--- src/sv/epm_pkg.sv ---
// Shared constants, codes and types for the exact pattern matcher.
`timescale 1ns / 1ps
`default_nettype none

package epm_pkg;

    // Default sizing of the cell chain and the position counter
    localparam int PATTERN_MAX_DEF   = 64;
    localparam int CHAR_BITS_DEF     = 8;
    localparam int POSITION_BITS_DEF = 32;

    // Fixed port widths
    localparam int LEN_REG_W = 7;
    localparam int INDEX_W   = 6;
    localparam int DATA_W    = 8;
    localparam int START_W   = 32;

    localparam logic [LEN_REG_W-1:0] LEN_RESET = LEN_REG_W'(1);

    typedef enum logic {
        ACT_LOAD = 1'b0,
        ACT_TEXT = 1'b1
    } epm_action_t;

    // Per-transfer control broadcast to every cell
    typedef struct packed {
        logic               text_en;
        logic               load_en;
        logic [INDEX_W-1:0] load_index;
        logic               last;
    } epm_cell_ctrl_t;

endpackage

`default_nettype wire

--- src/sv/epm_cell.sv ---
// One matcher cell: a pattern symbol and the prefix bit that ends at it.
`timescale 1ns / 1ps
`default_nettype none

module epm_cell #(
    parameter int CHAR_BITS  = epm_pkg::CHAR_BITS_DEF,
    parameter int LEN_W      = 7,
    parameter int CELL_INDEX = 0
) (
    input  wire logic                   aclk,
    input  wire logic                   aresetn,
    input  wire epm_pkg::epm_cell_ctrl_t ctrl,
    input  wire logic [CHAR_BITS-1:0]   sym,
    input  wire logic [LEN_W-1:0]       len_sat,
    input  wire logic                   prefix_in,
    output logic                        prefix_out,
    output logic                        hit
);

    logic [CHAR_BITS-1:0] pattern_reg;
    logic                 prefix_reg;
    logic                 prefix_next;
    logic                 in_use;
    logic                 is_top;
    logic                 extend;

    assign in_use = 32'(len_sat) > 32'(CELL_INDEX);
    assign is_top = 32'(len_sat) == 32'(CELL_INDEX + 1);
    assign extend = prefix_in && in_use && (pattern_reg == sym);
    assign hit    = extend && is_top;

    // Drop all prefixes after the final symbol of a text
    always_comb begin
        prefix_next = prefix_reg;
        if (ctrl.text_en) begin
            prefix_next = ctrl.last ? 1'b0 : extend;
        end
    end

    always_ff @(posedge aclk) begin
        if (!aresetn) begin
            prefix_reg <= 1'b0;
        end else begin
            prefix_reg <= prefix_next;
        end
    end

    always_ff @(posedge aclk) begin
        if (ctrl.load_en &&
            (32'(ctrl.load_index) == 32'(CELL_INDEX))) begin
            pattern_reg <= sym;
        end
    end

    assign prefix_out = prefix_reg;

endmodule

`default_nettype wire

--- src/sv/exact_pattern_matcher.sv ---
// Top level of the exact pattern matcher: cell chain, position counter, output skid.
// The result of a text byte is registered into the output register, or into the skid entry while the output is stalled.
// Throughput: one item per cycle while s_ready is high; every cell updates its prefix bit in the same cycle.
// A two-entry output (register plus skid) keeps s_ready high while one result waits.
// Reset (aresetn low, synchronous): prefix bits, position and the output and skid valid flags clear, length is 1.
// The pattern symbols are not reset and must be loaded before use.
`timescale 1ns / 1ps
`default_nettype none

module exact_pattern_matcher #(
    parameter int PATTERN_MAX   = epm_pkg::PATTERN_MAX_DEF,
    parameter int CHAR_BITS     = epm_pkg::CHAR_BITS_DEF,
    parameter int POSITION_BITS = epm_pkg::POSITION_BITS_DEF
) (
    input  wire logic                          aclk,
    input  wire logic                          aresetn,
    // configuration
    input  wire logic                          cfg_we,
    input  wire logic [epm_pkg::LEN_REG_W-1:0] cfg_wdata,
    // input channel
    input  wire logic                          s_valid,
    output logic                               s_ready,
    input  wire logic                          s_action,
    input  wire logic [epm_pkg::INDEX_W-1:0]   s_pattern_index,
    input  wire logic [epm_pkg::DATA_W-1:0]    s_data_byte,
    input  wire logic                          s_last_of_text,
    // result channel
    output logic                               m_valid,
    input  wire logic                          m_ready,
    output logic                               m_match_found,
    output logic [epm_pkg::START_W-1:0]        m_match_start
);

    localparam int LEN_W = $clog2(PATTERN_MAX + 1);

    // Configuration register
    logic [epm_pkg::LEN_REG_W-1:0] pattern_length_reg;
    logic [epm_pkg::LEN_REG_W-1:0] pattern_length_next;
    logic [LEN_W-1:0]              len_sat;

    // Text position of the next byte
    logic [POSITION_BITS-1:0] position_reg;
    logic [POSITION_BITS-1:0] position_next;

    // Output register and skid entry
    logic                        out_valid_reg, out_valid_next;
    logic                        out_found_reg, out_found_next;
    logic [epm_pkg::START_W-1:0] out_start_reg, out_start_next;
    logic                        skid_valid_reg, skid_valid_next;
    logic                        skid_found_reg, skid_found_next;
    logic [epm_pkg::START_W-1:0] skid_start_reg, skid_start_next;

    logic                        in_fire;
    logic                        text_fire;
    logic                        res_found;
    logic [epm_pkg::START_W-1:0] res_start;
    logic [POSITION_BITS-1:0]    start_pos;
    logic [CHAR_BITS-1:0]        sym;

    epm_pkg::epm_cell_ctrl_t cell_ctrl;
    logic [PATTERN_MAX:0]    prefix_chain;
    logic [PATTERN_MAX-1:0]  hit_vec;

    // Accept while the skid entry is free
    assign s_ready   = !skid_valid_reg;
    assign in_fire   = s_valid && s_ready;
    assign text_fire = in_fire && (s_action == epm_pkg::ACT_TEXT);

    // Symbols wider than the data port see zeros in their upper bits
    assign sym = CHAR_BITS'(s_data_byte);

    // Saturate the length to the number of cells
    assign len_sat = (32'(pattern_length_reg) > 32'(PATTERN_MAX)) ?
                     LEN_W'(PATTERN_MAX) : LEN_W'(pattern_length_reg);

    always_comb begin
        pattern_length_next = pattern_length_reg;
        if (cfg_we) begin
            pattern_length_next = cfg_wdata;
        end
    end

    always_comb begin
        cell_ctrl.text_en    = text_fire;
        cell_ctrl.load_en    = in_fire && (s_action == epm_pkg::ACT_LOAD);
        cell_ctrl.load_index = s_pattern_index;
        cell_ctrl.last       = s_last_of_text;
    end

    // Cell 0 always sees the empty prefix from the left
    assign prefix_chain[0] = 1'b1;

    for (genvar i = 0; i < PATTERN_MAX; i++) begin : g_cell
        epm_cell #(
            .CHAR_BITS  (CHAR_BITS),
            .LEN_W      (LEN_W),
            .CELL_INDEX (i)
        ) u_cell (
            .aclk       (aclk),
            .aresetn    (aresetn),
            .ctrl       (cell_ctrl),
            .sym        (sym),
            .len_sat    (len_sat),
            .prefix_in  (prefix_chain[i]),
            .prefix_out (prefix_chain[i+1]),
            .hit        (hit_vec[i])
        );
    end

    // Only the cell at the pattern's last position can raise a hit
    assign res_found = |hit_vec;

    // The occurrence starts len-1 bytes before the current position
    assign start_pos = POSITION_BITS'(position_reg - POSITION_BITS'(len_sat)
                                      + POSITION_BITS'(1));
    assign res_start = res_found ? epm_pkg::START_W'(start_pos) : '0;

    // Advance the position per text byte; clear it after the last byte
    always_comb begin
        position_next = position_reg;
        if (text_fire) begin
            position_next = s_last_of_text ? '0 :
                            POSITION_BITS'(position_reg + POSITION_BITS'(1));
        end
    end

    // Output register with a one-entry skid behind it
    always_comb begin
        out_valid_next  = out_valid_reg;
        out_found_next  = out_found_reg;
        out_start_next  = out_start_reg;
        skid_valid_next = skid_valid_reg;
        skid_found_next = skid_found_reg;
        skid_start_next = skid_start_reg;
        if (!out_valid_reg || m_ready) begin
            if (skid_valid_reg) begin
                // advance the waiting result; the skid is full, so s_ready was low and no new one came in
                out_valid_next  = 1'b1;
                out_found_next  = skid_found_reg;
                out_start_next  = skid_start_reg;
                skid_valid_next = 1'b0;
            end else begin
                out_valid_next = text_fire;
                out_found_next = res_found;
                out_start_next = res_start;
            end
        end else if (text_fire) begin
            // hold the output and park the new result
            skid_valid_next = 1'b1;
            skid_found_next = res_found;
            skid_start_next = res_start;
        end
    end

    always_ff @(posedge aclk) begin
        if (!aresetn) begin
            pattern_length_reg <= epm_pkg::LEN_RESET;
            position_reg       <= '0;
            out_valid_reg      <= 1'b0;
            skid_valid_reg     <= 1'b0;
        end else begin
            pattern_length_reg <= pattern_length_next;
            position_reg       <= position_next;
            out_valid_reg      <= out_valid_next;
            skid_valid_reg     <= skid_valid_next;
        end
    end

    always_ff @(posedge aclk) begin
        out_found_reg  <= out_found_next;
        out_start_reg  <= out_start_next;
        skid_found_reg <= skid_found_next;
        skid_start_reg <= skid_start_next;
    end

    assign m_valid       = out_valid_reg;
    assign m_match_found = out_found_reg;
    assign m_match_start = out_start_reg;

endmodule

`default_nettype wire

--- config.mk ---
export PLATFORM = sky130hd
export DESIGN_NAME = exact_pattern_matcher
export DESIGN_NICKNAME = d
export VERILOG_FILES = /design/src/sv/epm_pkg.sv /design/src/sv/epm_cell.sv /design/src/sv/exact_pattern_matcher.sv
export SDC_FILE = /design/constraint.sdc
export NUM_CORES = 1
export LEC_CHECK = 0
export BUFFER_PORTS_ARGS = -buffer_cell sky130_fd_sc_hd__buf_2
export CAP_MARGIN = 0
export CORE_MARGIN = 3
export CORE_UTILIZATION = 30
export CTS_CLUSTER_SIZE = 28
export DETAILED_ROUTE_END_ITERATION = 6
export PLACE_DENSITY = 0.48
export SKIP_LAST_GASP = 1
export SLEW_MARGIN = 20
export SYNTH_ARGS = -nofsm -noshare
export SYNTH_HDL_FRONTEND = slang
export SYNTH_HIERARCHICAL = 1
export SYNTH_SLANG_ARGS = --single-unit
--- constraint.sdc ---
create_clock -name aclk -period 8.4 [get_ports aclk]
set_input_delay 0.42 -clock aclk [delete_from_list [all_inputs] [get_ports aclk]]
set_output_delay 0.42 -clock aclk [all_outputs]
set_load 0.03 [all_outputs]
# After elaboration in Yosys (flattened, before gate mapping)
# Index checks and enable logic that the tools add are counted.
# op_classes
addsub	3
order_cmp	65
n_eq_ne	191
muxes	69
n_bitwise	3
n_reduce_logical	265
# op_table
operator	count
8-bit == test	64
1-bit logical AND	258
7-bit by 6-bit == test with 1-bit output, second input constant	32
7-bit by 6-bit greater-than comparator with 1-bit output, second input constant	32
6-bit == test, second input constant	32
7-bit by 5-bit == test with 1-bit output, second input constant	16
7-bit by 5-bit greater-than comparator with 1-bit output, second input constant	16
6-bit by 5-bit == test with 1-bit output, second input constant	16
32-bit 2-to-1 mux	3
1-bit 2-to-1 mux	65
32-bit by 1-bit adder with 32-bit output, second input constant	2
64-bit OR reduction	1
7-bit by 4-bit == test with 1-bit output, second input constant	8
7-bit by 4-bit greater-than comparator with 1-bit output, second input constant	8
6-bit by 4-bit == test with 1-bit output, second input constant	8
32-bit by 7-bit subtractor with 32-bit output	1
7-bit by 3-bit == test with 1-bit output, second input constant	4
7-bit by 3-bit greater-than comparator with 1-bit output, second input constant	4
6-bit by 3-bit == test with 1-bit output, second input constant	4
7-bit by 2-bit == test with 1-bit output, second input constant	2
7-bit by 1-bit greater-than comparator with 1-bit output, second input constant	2
7-bit by 2-bit greater-than comparator with 1-bit output, second input constant	2
6-bit by 2-bit == test with 1-bit output, second input constant	2
7-bit by 1-bit == test with 1-bit output, second input constant	1
10 further kinds	13
# totals
reg_bits	682
input_bits	28
output_inout_bits	35
wordCells	731

# Logic depth before layout (Yosys ltp)
# Gate-level depths: netlist (run 1).
# depth
depth_word	9
mapped_depth	14
mapped_depth_nobuf	13

# Worst setup path before layout (run 1)
# Ideal clock, no wire load.
# synth_path
kind	flip-flop to flip-flop
from	register pattern_length_reg[6] (netlist name)
to	register out_start_reg, in the netlist m_match_start[11], data pin
setup_ns	0.260
arrival_time_ns	5.755
required_ns	8.140
setup_slack_ns	2.385
stages_incl_launch_ff	13
n_path_buf	0
synth_period_minus_slack_ns	6.015
cell_sequence	dfxtp_1 nor2b_1 ha_1 inv_1 ha_1 fa_1 a21o_1 a31o_2 a21boi_0 o21ai_0 xnor2_1 nor2_1 mux2_2
# synth_via
elab_chain_cells	9
word_cells_on_any_way	326
cone_classes	2 x add/sub; 65 x order compare; 64 x eq/ne; 3 x mux; 192 x reduce/logical
# synth_rtl
item	line	text
start: declaration	exact_pattern_matcher.sv:37	logic [epm_pkg::LEN_REG_W-1:0] pattern_length_reg;
start signal: assignment	exact_pattern_matcher.sv:157	pattern_length_reg <= epm_pkg::LEN_RESET;
start signal: assignment	exact_pattern_matcher.sv:162	pattern_length_reg <= pattern_length_next;
7-bit greater-than comparator (*)	exact_pattern_matcher.sv:73	assign len_sat = (32'(pattern_length_reg) > 32'(PATTERN_MAX)) ?
7-bit 2-to-1 mux (*)	exact_pattern_matcher.sv:73	
net len_sat[1]	exact_pattern_matcher.sv:39	logic [LEN_W-1:0] len_sat;
parallel branches: the longest is 5 deep, another holds 32-bit by 7-bit subtractor with 32-bit output	-	
32-bit 2-to-1 mux (*)	exact_pattern_matcher.sv:116	assign res_start = res_found ? epm_pkg::START_W'(start_pos) : '0;
net res_start (one bit)	exact_pattern_matcher.sv:56	logic [epm_pkg::START_W-1:0] res_start;
32-bit 2-to-1 mux (*)	exact_pattern_matcher.sv:136	if (skid_valid_reg) begin
end signal: assignment	exact_pattern_matcher.sv:171	out_start_reg <= out_start_next;
end: declaration	exact_pattern_matcher.sv:48	logic [epm_pkg::START_W-1:0] out_start_reg, out_start_next;
# Mark *: on every way through the listed nets, which the timed path passes.
# A chain may end at the register's enable or synchronous reset.

# Worst setup path in the final report (run 1)
# layout_path
from	register pattern_length_reg[6] (netlist name)
to	register out_start_reg, in the netlist m_match_start[28], data pin
# layout_via
elab_chain_cells	9
word_cells_on_any_way	326
cone_classes	2 x add/sub; 65 x order compare; 64 x eq/ne; 3 x mux; 192 x reduce/logical
# layout_rtl
item	line	text
7-bit greater-than comparator (*)	exact_pattern_matcher.sv:73	
7-bit 2-to-1 mux (*)	exact_pattern_matcher.sv:73	
net len_sat[3]	exact_pattern_matcher.sv:39	
7-bit by 6-bit greater-than comparator with 1-bit output	epm_cell.sv:27	assign in_use = 32'(len_sat) > 32'(CELL_INDEX);
1-bit logical AND (2 in a row)	epm_cell.sv:29	assign extend = prefix_in && in_use && (pattern_reg == sym);
1-bit logical AND (*)	epm_cell.sv:30	assign hit = extend && is_top;
net hit_vec[43]	exact_pattern_matcher.sv:62	logic [PATTERN_MAX-1:0] hit_vec;
64-bit OR reduction (*)	exact_pattern_matcher.sv:111	assign res_found = |hit_vec;
net res_found	exact_pattern_matcher.sv:55	logic res_found;
32-bit 2-to-1 mux (*)	exact_pattern_matcher.sv:116	
32-bit 2-to-1 mux (*)	exact_pattern_matcher.sv:136	
# The timed path passes the listed nets; every way through them passes the cells marked *.

==> summary.txt, run 1 <==
Run status
  – Outcome: complete, no violations

STA
  – Fin Setup TNS: 0 ps
  – Fin crit share: 60.3%
  – Slew Limit Headroom: 25.5%
  – Actual slew at the worst max-slew pin: 1110 ps
  – Fin. max-slew vios: 0
  – Max Clk Rate: 197 MHz
  – Clock Skews: 37.2 ps
  – Unrepaired setup endpoints after global routing: false
  – Final setup vio count: 0
  – Min Tclk post-route: 5070 ps
  – Fin. Hold Viols: 0

Clocking
  – Clk Latency, worst-skew pair: 650 ps
  – Post-CTS Hold Fix Bufs: 0
  – H-tree Lvls: 3
  – Number of buffers created by CTS: 81
  – Root buf cell: clkbuf_16
  – Clock slew at reported path FFs: 50 ps
  – Max Buffers Root-to-Sink: 3
  – Postcts setup bufs: 0
  – CTS tree: yes
  – Post_cts resized: 0
  – CTS Sinks: 682

Layout
  – Nets@finish: 3017
  – Ant. Diodes: 0
  – FF/Latch Area: 19400 sq um
  – Layout area overhead: 15.2%
  – Max FFs per register: 512
  – Post-layout util: 34.9%
  – Area of the multi-input gates: 15000 sq um
  – Share of cells above drive strength 1: 13.7%
  – Filler cell count: 11300

Synth
  – Mapped Area: 34700 sq um
  – Mapped Avg Cell Area: 12.6 sq um
  – Synth warn: 6
  – Mapped Cells: 2753

Floorplanning
  – Total die area: 120000 sq um
  – Die X: 346 microns
  – Core area: 115000 sq um
  – Initial core utilization: 30.3%
  – Die H: 346 microns
  – Ports: 63
  – Row cnt: 124

Route
  – Post-route DRC: 0
  – Post-Route WL: 91400 microns
  – Wire length per cell: 20.3 microns
  – First-pass iteration count of the detailed router: 7
  – Via count: 22700
  – DR vias/cell: 5.03
  – Initial DRC count: 1363
  – DRT antenna net count: 0

Setup path
  – Worst endpoint data arrival time: 5420 ps
  – R2r setup slk: 3330 ps
  – Worst path required time: 8760 ps
  – Critical path launch point type: flip-flop
  – WS Path Type: flip-flop to flip-flop
  – CP Capture Type: flip-flop
  – CP Max Fanout: 53

Pwr
  – Pleak: 0.0129 uW
  – Peak VDD IR: 0.158 mV
  – PD cells: 193 nW/um^2

Worst hold path
  – Hold WC Path Type: primary input to flip-flop

Placed design
  – Routability congestion estimate: 0.759
  – Dpl hpwl: 52200 microns
  – Input/output buffers: 62

Global routing
  – Pin count of the biggest net entering global routing: 88
  – GRT Resource Usage Total: 15.0%
  – Vias in the first global route: 22600
  – Grt total ovfl: 0
  – First-pass GRT wire length: 141000 microns
  – Initial antenna violation count: 2

Job
  – Number of max-cap violations: 0
==> final cells by class <==
class                   count  share of cell area [%]
multi-input cells        1985                    37.6
repair buffers            117                    2.10
clock inverters            44                   0.824
flip-flops and latches    682                    48.7
clock buffers             105                    5.48
well taps                1512                    4.74
inverters                  60                   0.592
==> cells in the final DEF (no fill, tap or decap), types with 55 or more instances in the layout <==
master	n
clkbuf_16	84
ha_1	61
edfxtp_1	578
xor2_1	198
nor4_1	67
dfxtp_1	103
nand2_1	155
nand3b_1	71
nor3_1	58
inv_1	55
xnor2_1	356
nand3_1	97
nand4_1	112
nor2_1	136
==> report_power, final <==
group	leakage (uW)	switching, uW	internal, uW
combinational	0.00555	456	206
clock	0.00123	1430	1940
sequential	0.00615	7.20	3680
total	0.0129	1890	5820
==> metal layers <==
layer	track usage [%]	wire length, microns
met2	23.8	41000
met3	2.20	3650
met4	4.05	2040
met5	0	0
met1	21.3	44700
==> metrics by stage <==
step	setup WS (ps)	hold slack, ps	total power, uW	area, sq um	cells
after floorplan	2390	442	4120	34700	2754
after global placement	3500	458	4430	37300	4356
after detailed placement	3330	462	4430	37400	4356
after CTS	3340	18.7	7830	39900	4505
after global routing	2870	51.9	8010	40000	4505
final	3330	59.8	7710	40000	4505
==> worst paths after layout <==
path | start | end | depth (start not counted)
hold reg to reg | g_cell[41].u_cell/prefix_out | g_cell[41].u_cell/prefix_out | 2
hold / removal | cfg_wdata[0] | pattern_length_reg[0] | 3
setup / recovery | pattern_length_reg[6] | m_match_start[28] | 15
setup reg to reg | pattern_length_reg[6] | m_match_start[28] | 15
==> critical path, cell delays in order (launching register included) <==
cell and delay (ps):
dfxtp_4 350, inv_1 150, nand2_1 150, inv_4 470, buf_4 640, nor4bb_1 460
nand4b_1 160, nand3_1 110, nor3_1 60, nor4_1 360, nand4_1 300, nor4_4 340
buf_4 470, inv_1 130, nand2_1 330, o21ai_0 170
Note: power is estimated with default switching activity, not from simulation.
==> run 2: changes to the inputs <==
--- a/config.mk
+++ b/config.mk
@@ -11,7 +11,7 @@
 export CORE_UTILIZATION = 30
 export CTS_CLUSTER_SIZE = 28
 export DETAILED_ROUTE_END_ITERATION = 6
-export PLACE_DENSITY = 0.48
+export PLACE_DENSITY = 0.5
 export SKIP_LAST_GASP = 1
 export SLEW_MARGIN = 20
 export SYNTH_ARGS = -nofsm -noshare
==> constraint.sdc (replaced) <==
create_clock -name aclk -period 4.3 [get_ports aclk]
set_input_delay 0.215 -clock aclk [delete_from_list [all_inputs] [get_ports aclk]]
set_output_delay 0.215 -clock aclk [all_outputs]
set_load 0.03 [all_outputs]
==> run 2 against run 1 <==
Effect of this change:
- register-to-register slack worse by 3100 ps
- utilization grew 1.1 points
- flip-flop and latch count is the same
- count of clock-buffer cells in the layout is 10 lower
- die area stayed put
- critical path depth unchanged
- cell count up 2.2%
- sequential share of layout area shrank 1.5 points
- combinational power grew 110%
- global-route usage down 0.22 points
- first-iteration DRC count up 40%
- highest routed layer unchanged
- clock skew decreased by 11 ps
==> summary.txt, run 2 (synthesis gave the netlist of run 1 again) <==
Setup path
  – Worst path required time: 4680 ps (-4080 ps)
  – Critical R2R Capture: m_match_start[29]
  – Crit path from: pattern_length_reg[6]
  – Slowest cell delay on critical path: 530 ps (-110 ps)
  – Cells along the critical path: buf_12 -> nor2b_4 -> buf_12 -> a21oi_1 -> nor2_1 -> o2111ai_1 -> nor4_2 -> nor4_1 -> nand4_1 -> nor4_4 -> buf_12 -> inv_1 -> nand2_1 -> buf_12 -> o21ai_0
  – R2r setup slk: 240 ps (-3090 ps)
  – Critical path launch point type: flip-flop
  – Most used cell, CP: buf_12
  – Reg-to-Reg Start: pattern_length_reg[6]
  – CP Max Fanout: 116 (+120%)
  – Crit path depth: 15 (unchanged)
  – R2R depth: 15 (unchanged)
  – WS Path Type: flip-flop to flip-flop
  – CP Capture Type: flip-flop
  – Delay-heaviest family, CP: simple AND/OR/NAND/NOR gates
  – Worst endpoint data arrival time: 4440 ps (-980 ps)
  – Buf+Inv Stages, Crit Path: 5 (unchanged)
  – Critical-path cell with the highest stage delay: nor4_1
  – Worst setup path end: m_match_start[29]

Floorplanning
  – Ports: 63 (unchanged)
  – Die X: 346 microns (unchanged)
  – Initial core utilization: 30.3% (unchanged)
  – Die H: 346 microns (unchanged)
  – Row cnt: 124 (unchanged)
  – Core area: 115000 sq um (unchanged)
  – Total die area: 120000 sq um (unchanged)

Route
  – Post-Route WL: 90100 microns (-1.5%)
  – DR vias/cell: 5.02 (-0.25%)
  – Via count: 23100 (+1.9%)
  – Initial DRC count: 1903 (+40%)
  – Post-route DRC: 0 (unchanged)
  – First-pass iteration count of the detailed router: 7 (unchanged)
  – DRT antenna net count: 0 (unchanged)
  – Wire length per cell: 19.6 microns (-3.6%)

STA
  – Fin crit share: 94.3% (+34 points)
  – Final worst setup slack: 244 ps (-3090 ps)
  – Final setup vio count: 0 (unchanged)
  – Clock Skews: 26.4 ps (-10.8 ps)
  – Unrepaired setup endpoints after global routing: false
  – Fin Setup TNS: 0 ps (unchanged)
  – Max Clk Rate: 247 MHz (+25%)
  – Fin. Hold Viols: 0 (unchanged)
  – Slew Limit Headroom: 30.5% (+5.0 points)
  – Min Tclk post-route: 4060 ps (-1010 ps)
  – Actual slew at the worst max-slew pin: 1040 ps (-74.0 ps)
  – Fin. max-slew vios: 0 (unchanged)

Clocking
  – CTS tree: yes
  – H-tree Lvls: 3 (unchanged)
  – Root buf cell: clkbuf_16
  – Clock slew at reported path FFs: 60 ps (about the same)
  – CTS Sinks: 682 (unchanged)
  – Clk Latency, worst-skew pair: 660 ps (about the same)
  – Number of buffers created by CTS: 79 (-2.5%)
  – Max Buffers Root-to-Sink: 3 (unchanged)

Layout
  – Max FFs per register: 512 (unchanged)
  – FF/Latch Area: 19400 sq um (unchanged)
  – Area of the multi-input gates: 15000 sq um (-0.13%)
  – Share of cells above drive strength 1: 16.0% (+2.3 points)
  – Most frequent cells in the layout: 578 x edfxtp_1, 356 x xnor2_1, 198 x xor2_1, 154 x nand2_1, 136 x nor2_1
  – Filler cell count: 11200 (-0.57%)
  – Nets@finish: 3119 (+3.4%)
  – Layout area overhead: 19.0%
  – Fin cells: 4602 (+2.2%)
  – Commonest non-fill, non-tap cell in the layout: edfxtp_1
  – Post-route cell area: 41200 sq um (+3.2%)
  – Ant. Diodes: 0 (unchanged)

Pwr
  – Peak VDD IR: 0.235 mV (+49%)
  – Pleak: 0.0136 uW (+5.2%)
  – PD cells: 374 nW/um^2 (+94%)

Global routing
  – Grt total ovfl: 0 (unchanged)
  – GRT Resource Usage Total: 14.8% (-0.22 points)
  – Pin count of the biggest net entering global routing: 117 (+33%)
  – First-pass GRT wire length: 140000 microns (-0.88%)
  – Vias in the first global route: 22700 (+0.20%)
  – Initial antenna violation count: 0 (-2)

Placed design
  – Cell Area, Placed: 38300 sq um (+2.5%)
  – Dpl ws: 50.9 ps (-3280 ps)
  – Routability congestion estimate: 0.766 (+1.0%)
  – Dpl hpwl: 56200 microns (+7.5%)
  – Placed cells: 4435 (+1.8%)
  – Input/output buffers: 62 (unchanged)

Job
  – Number of max-cap violations: 0 (unchanged)

Run status
  – Outcome: complete, no violations

Worst hold path
  – Hold WC Path Type: primary input to flip-flop
==> run 2: worst min-delay path by stage <==
stage | start | end | slack, ps | cells past startpoint
2_1_floorplan | s_last_of_text | g_cell[61].u_cell/prefix_out | 310 | 1
3_3_place_gp | g_cell[41].u_cell/prefix_out | g_cell[41].u_cell/prefix_out | 460 | 2
3_5_place_dp | g_cell[41].u_cell/prefix_out | g_cell[41].u_cell/prefix_out | 460 | 2
4_1_cts | s_data_byte[1] | g_cell[38].u_cell/pattern_reg[1] | 7 | 1
5_1_grt | s_data_byte[1] | g_cell[37].u_cell/pattern_reg[1] | 20 | 1
6_report | s_data_byte[1] | g_cell[59].u_cell/pattern_reg[1] | 40 | 1
==> run 2: through the flow <==
stage,hold slack (ps),utilization [%],total power (uW)
final,44.6,36.0,15400
after global routing,24.5,36.0,16000
after CTS,7.32,35.9,15700
after detailed placement,460,33.5,8720
after global placement,457,33.5,8710
after floorplan,314,-,8040
==> run 2: power by group <==
group	total (uW)	internal [uW]	switching, uW
combinational	1380	494	888
sequential	7210	7190	15.8
clock	6840	4050	2800
total	15400	11700	3700
==> run 2: timing repair <==
| item | CTS | global route |
|---|---|---|
| endpoints found under the hold margin | 67 | 0 |
| setup endpoints to repair | 0 | 23 |
| gates resized for setup | 0 | 4 |
| hold buffers | 20 | 0 |
| buffers inserted | 0 | 5 |
==> run 2: area by class of cell <==
type                    count  share of cell area, %
clock buffers              95                   5.02
clock inverters            47                   1.30
inverters                  60                  0.580
multi-input cells        1985                   36.4
flip-flops and latches    682                   47.1
well taps                1512                   4.59
repair buffers            221                   4.99
==> run 2: routing by layer <==
metal  GRT usage [%]  up-vias  share of wire, %
met4            3.46        0               1.9
met3            2.56      121               4.5
met2            22.9      511                45
met1            21.5    11400                49
li1                -    11100                 -
met5               0        -                 0
==> run 3: changes to the inputs <==
--- a/config.mk
+++ b/config.mk
@@ -7,11 +7,11 @@
 export LEC_CHECK = 0
 export BUFFER_PORTS_ARGS = -buffer_cell sky130_fd_sc_hd__buf_2
 export CAP_MARGIN = 0
-export CORE_MARGIN = 3
 export CORE_UTILIZATION = 30
 export CTS_CLUSTER_SIZE = 28
 export DETAILED_ROUTE_END_ITERATION = 6
 export PLACE_DENSITY = 0.5
+export SETUP_SLACK_MARGIN = 0.3
 export SKIP_LAST_GASP = 1
 export SLEW_MARGIN = 20
 export SYNTH_ARGS = -nofsm -noshare
==> run 3 against run 2 <==
Effect of this change:
- count of clock-buffer cells in the layout is 14 higher
- largest power group unchanged
- combinational power about the same
- flip-flop and latch count is the same
- the flow now finishes with violations (design-rule violations)
- highest routed layer unchanged
==> summary.txt, run 3 (synthesis gave the netlist of run 1 again) <==
Global routing
  – Pin count of the biggest net entering global routing: 117 (unchanged)
  – GRT Resource Usage Total: 15.3% (+0.53 points)
  – Grt total ovfl: 0 (unchanged)
  – Vias in the first global route: 22500 (-0.70%)
  – Initial antenna violation count: 1 (+1)
  – First-pass GRT wire length: 139000 microns (-0.68%)

STA
  – Fin. Hold Viols: 0 (unchanged)
  – Final worst setup slack: 536 ps (+292 ps)
  – Fin. max-slew vios: 0 (unchanged)
  – Unrepaired setup endpoints after global routing: true
  – Final setup vio count: 0 (unchanged)
  – Min Tclk post-route: 3760 ps (-292 ps)
  – Slew Limit Headroom: 27.3% (-3.1 points)
  – Fin crit share: 87.5% (-6.8 points)
  – Actual slew at the worst max-slew pin: 1090 ps (+51.9 ps)
  – Max Clk Rate: 266 MHz (+7.7%)
  – Clock Skews: 30.6 ps (+4.22 ps)

Layout
  – Most frequent cells in the layout: 578 x edfxtp_1, 356 x xnor2_1, 198 x xor2_1, 153 x nand2_1, 134 x nor2_1
  – Max FFs per register: 512 (unchanged)
  – Post-route cell area: 41300 sq um (about the same)
  – Post-layout util: 36.0% (about the same)
  – Commonest non-fill, non-tap cell in the layout: edfxtp_1
  – Filler cell count: 11200 (-0.20%)
  – Nets@finish: 3130 (+0.35%)
  – Share of cells above drive strength 1: 16.4% (+0.48 points)
  – Layout area overhead: 19.0% (about the same)

Floorplanning
  – Die H: 342 microns (-1.2%)
  – Total die area: 117000 sq um (-2.3%)
  – Core area: 115000 sq um (unchanged)
  – Row cnt: 124 (unchanged)
  – Initial core utilization: 30.3% (unchanged)
  – Ports: 63 (unchanged)
  – Die X: 342 microns (-1.2%)

Worst hold path
  – Hold WC Path Type: primary input to flip-flop

Run status
  – Violated checks: design-rule violations
  – Outcome: complete, but fails checks

Setup path
  – Critical-path cell with the highest stage delay: or4_4
  – Delay-heaviest family, CP: simple AND/OR/NAND/NOR gates
  – Slowest cell delay on critical path: 550 ps (+20 ps)
  – WS Path Type: flip-flop to flip-flop
  – Critical path launch point type: flip-flop
  – CP Capture Type: flip-flop
  – CP Max Fanout: 18 (-84%)
  – Buf+Inv Stages, Crit Path: 5 (unchanged)
  – Cells along the critical path: inv_4 -> nand2_4 -> clkinvlp_4 -> buf_4 -> or4_4 -> o211ai_1 -> nor4_2 -> nor4_2 -> nand4_1 -> nor4_4 -> buf_12 -> inv_1 -> nand2_4 -> o21ai_0
  – Worst path required time: 4680 ps (about the same)
  – Worst endpoint data arrival time: 4140 ps (-300 ps)

Clocking
  – Root buf cell: clkbuf_16
  – CTS tree: yes
  – Max Buffers Root-to-Sink: 3 (unchanged)
  – Number of buffers created by CTS: 78 (-1.3%)
  – Clock slew at reported path FFs: 60 ps (about the same)
  – H-tree Lvls: 3 (unchanged)
  – Clk Latency, worst-skew pair: 660 ps (about the same)
  – CTS Sinks: 682 (unchanged)

Pwr
  – Peak VDD IR: 0.300 mV (+28%)
  – Pleak: 0.0137 uW (+0.45%)
  – PD cells: 369 nW/um^2 (-1.4%)

Job
  – Number of max-cap violations: 0 (unchanged)

Placed design
  – Routability congestion estimate: 0.762 (-0.57%)
  – Dpl hpwl: 55700 microns (-0.77%)
  – Cell Area, Placed: 38400 sq um (+0.33%)
  – Dpl ws: -6.85 ps (-57.8 ps)
  – Input/output buffers: 62 (unchanged)

Route
  – Initial DRC count: 1479 (-22%)
  – Post-Route WL: 89900 microns (-0.12%)
  – DR vias/cell: 4.97 (-1.0%)
  – Via count: 22900 (-0.72%)
  – Wire length per cell: 19.5 microns (-0.44%)
  – First-pass iteration count of the detailed router: 7 (unchanged)
  – Post-route DRC: 44 (+44)
  – DRT antenna net count: 0 (unchanged)
[run 3: cell count changes in the layout (fill, tap and decap cells not counted), sizes merged, moves of 5 or more]
cell / delta
inv: -5
dlygate4sd3: -6
buf: +17
clkbuf: +14
clkinv: -7
[run 3: cell type report]
| class | instances | area, sq um | area share, % |
|---|---|---|---|
| Sequential cell | 682 | 19400 | 47.1 |
| Inverter | 60 | 241 | 0.585 |
| Multi-Input combinational cell | 1985 | 15000 | 36.4 |
| Timing Repair inverter | 1 | 5.00 | 0.0121 |
| Clock inverter | 34 | 347 | 0.840 |
| Antenna cell | 2 | 5.00 | 0.0121 |
| Tap cell | 1512 | 1890 | 4.59 |
| Clock buffer | 109 | 2180 | 5.29 |
| Timing Repair Buffer | 232 | 2110 | 5.12 |
[run 3: metrics by stage]
| step | hold slack (ps) | total power, uW | setup TNS (ps) | instances |
|---|---|---|---|---|
| 6_report | 32.8 | 15200 | 0 | 4617 |
| 5_1_grt | 20.4 | 15800 | 0 | 4615 |
| 4_1_cts | 7.21 | 15400 | 0 | 4612 |
| 3_5_place_dp | 463 | 8720 | -8.95 | 4450 |
| 3_3_place_gp | 454 | 8720 | 0 | 4450 |
| 2_1_floorplan | 314 | 8040 | 0 | 2754 |
[run 3: final timing paths]
check,from,depth (start not counted),slack [ps],to
max,pattern_length_reg[6],14,540,m_match_start[31]
min reg2reg,g_cell[41].u_cell/prefix_out,2,470,g_cell[41].u_cell/prefix_out
min,s_data_byte[6],1,30,g_cell[62].u_cell/pattern_reg[6]
max reg2reg,pattern_length_reg[6],14,540,m_match_start[31]
[run 3: layer usage]
metal	routed length, microns	up-vias	GRT usage, %
li1	-	11100	-
met1	44700	11200	22.1
met2	39600	474	23.6
met3	3650	130	2.44
met4	2080	0	4.07
met5	0	-	0
[run 3: report_power, final]
part	leakage, uW	switching (uW)	internal, uW	total, uW
Clock	0.00122	2720	3910	6630
Combinational	0.00629	895	491	1390
Sequential	0.00615	14.8	7190	7210
[run 3: repair_timing]
action,CTS,global route
endpoints found under the hold margin,43,0
resized for setup,3,8
hold buffers,14,0
buffers inserted,5,2
setup endpoints to repair,51,51
cloned,0,1
pin swaps,1,1
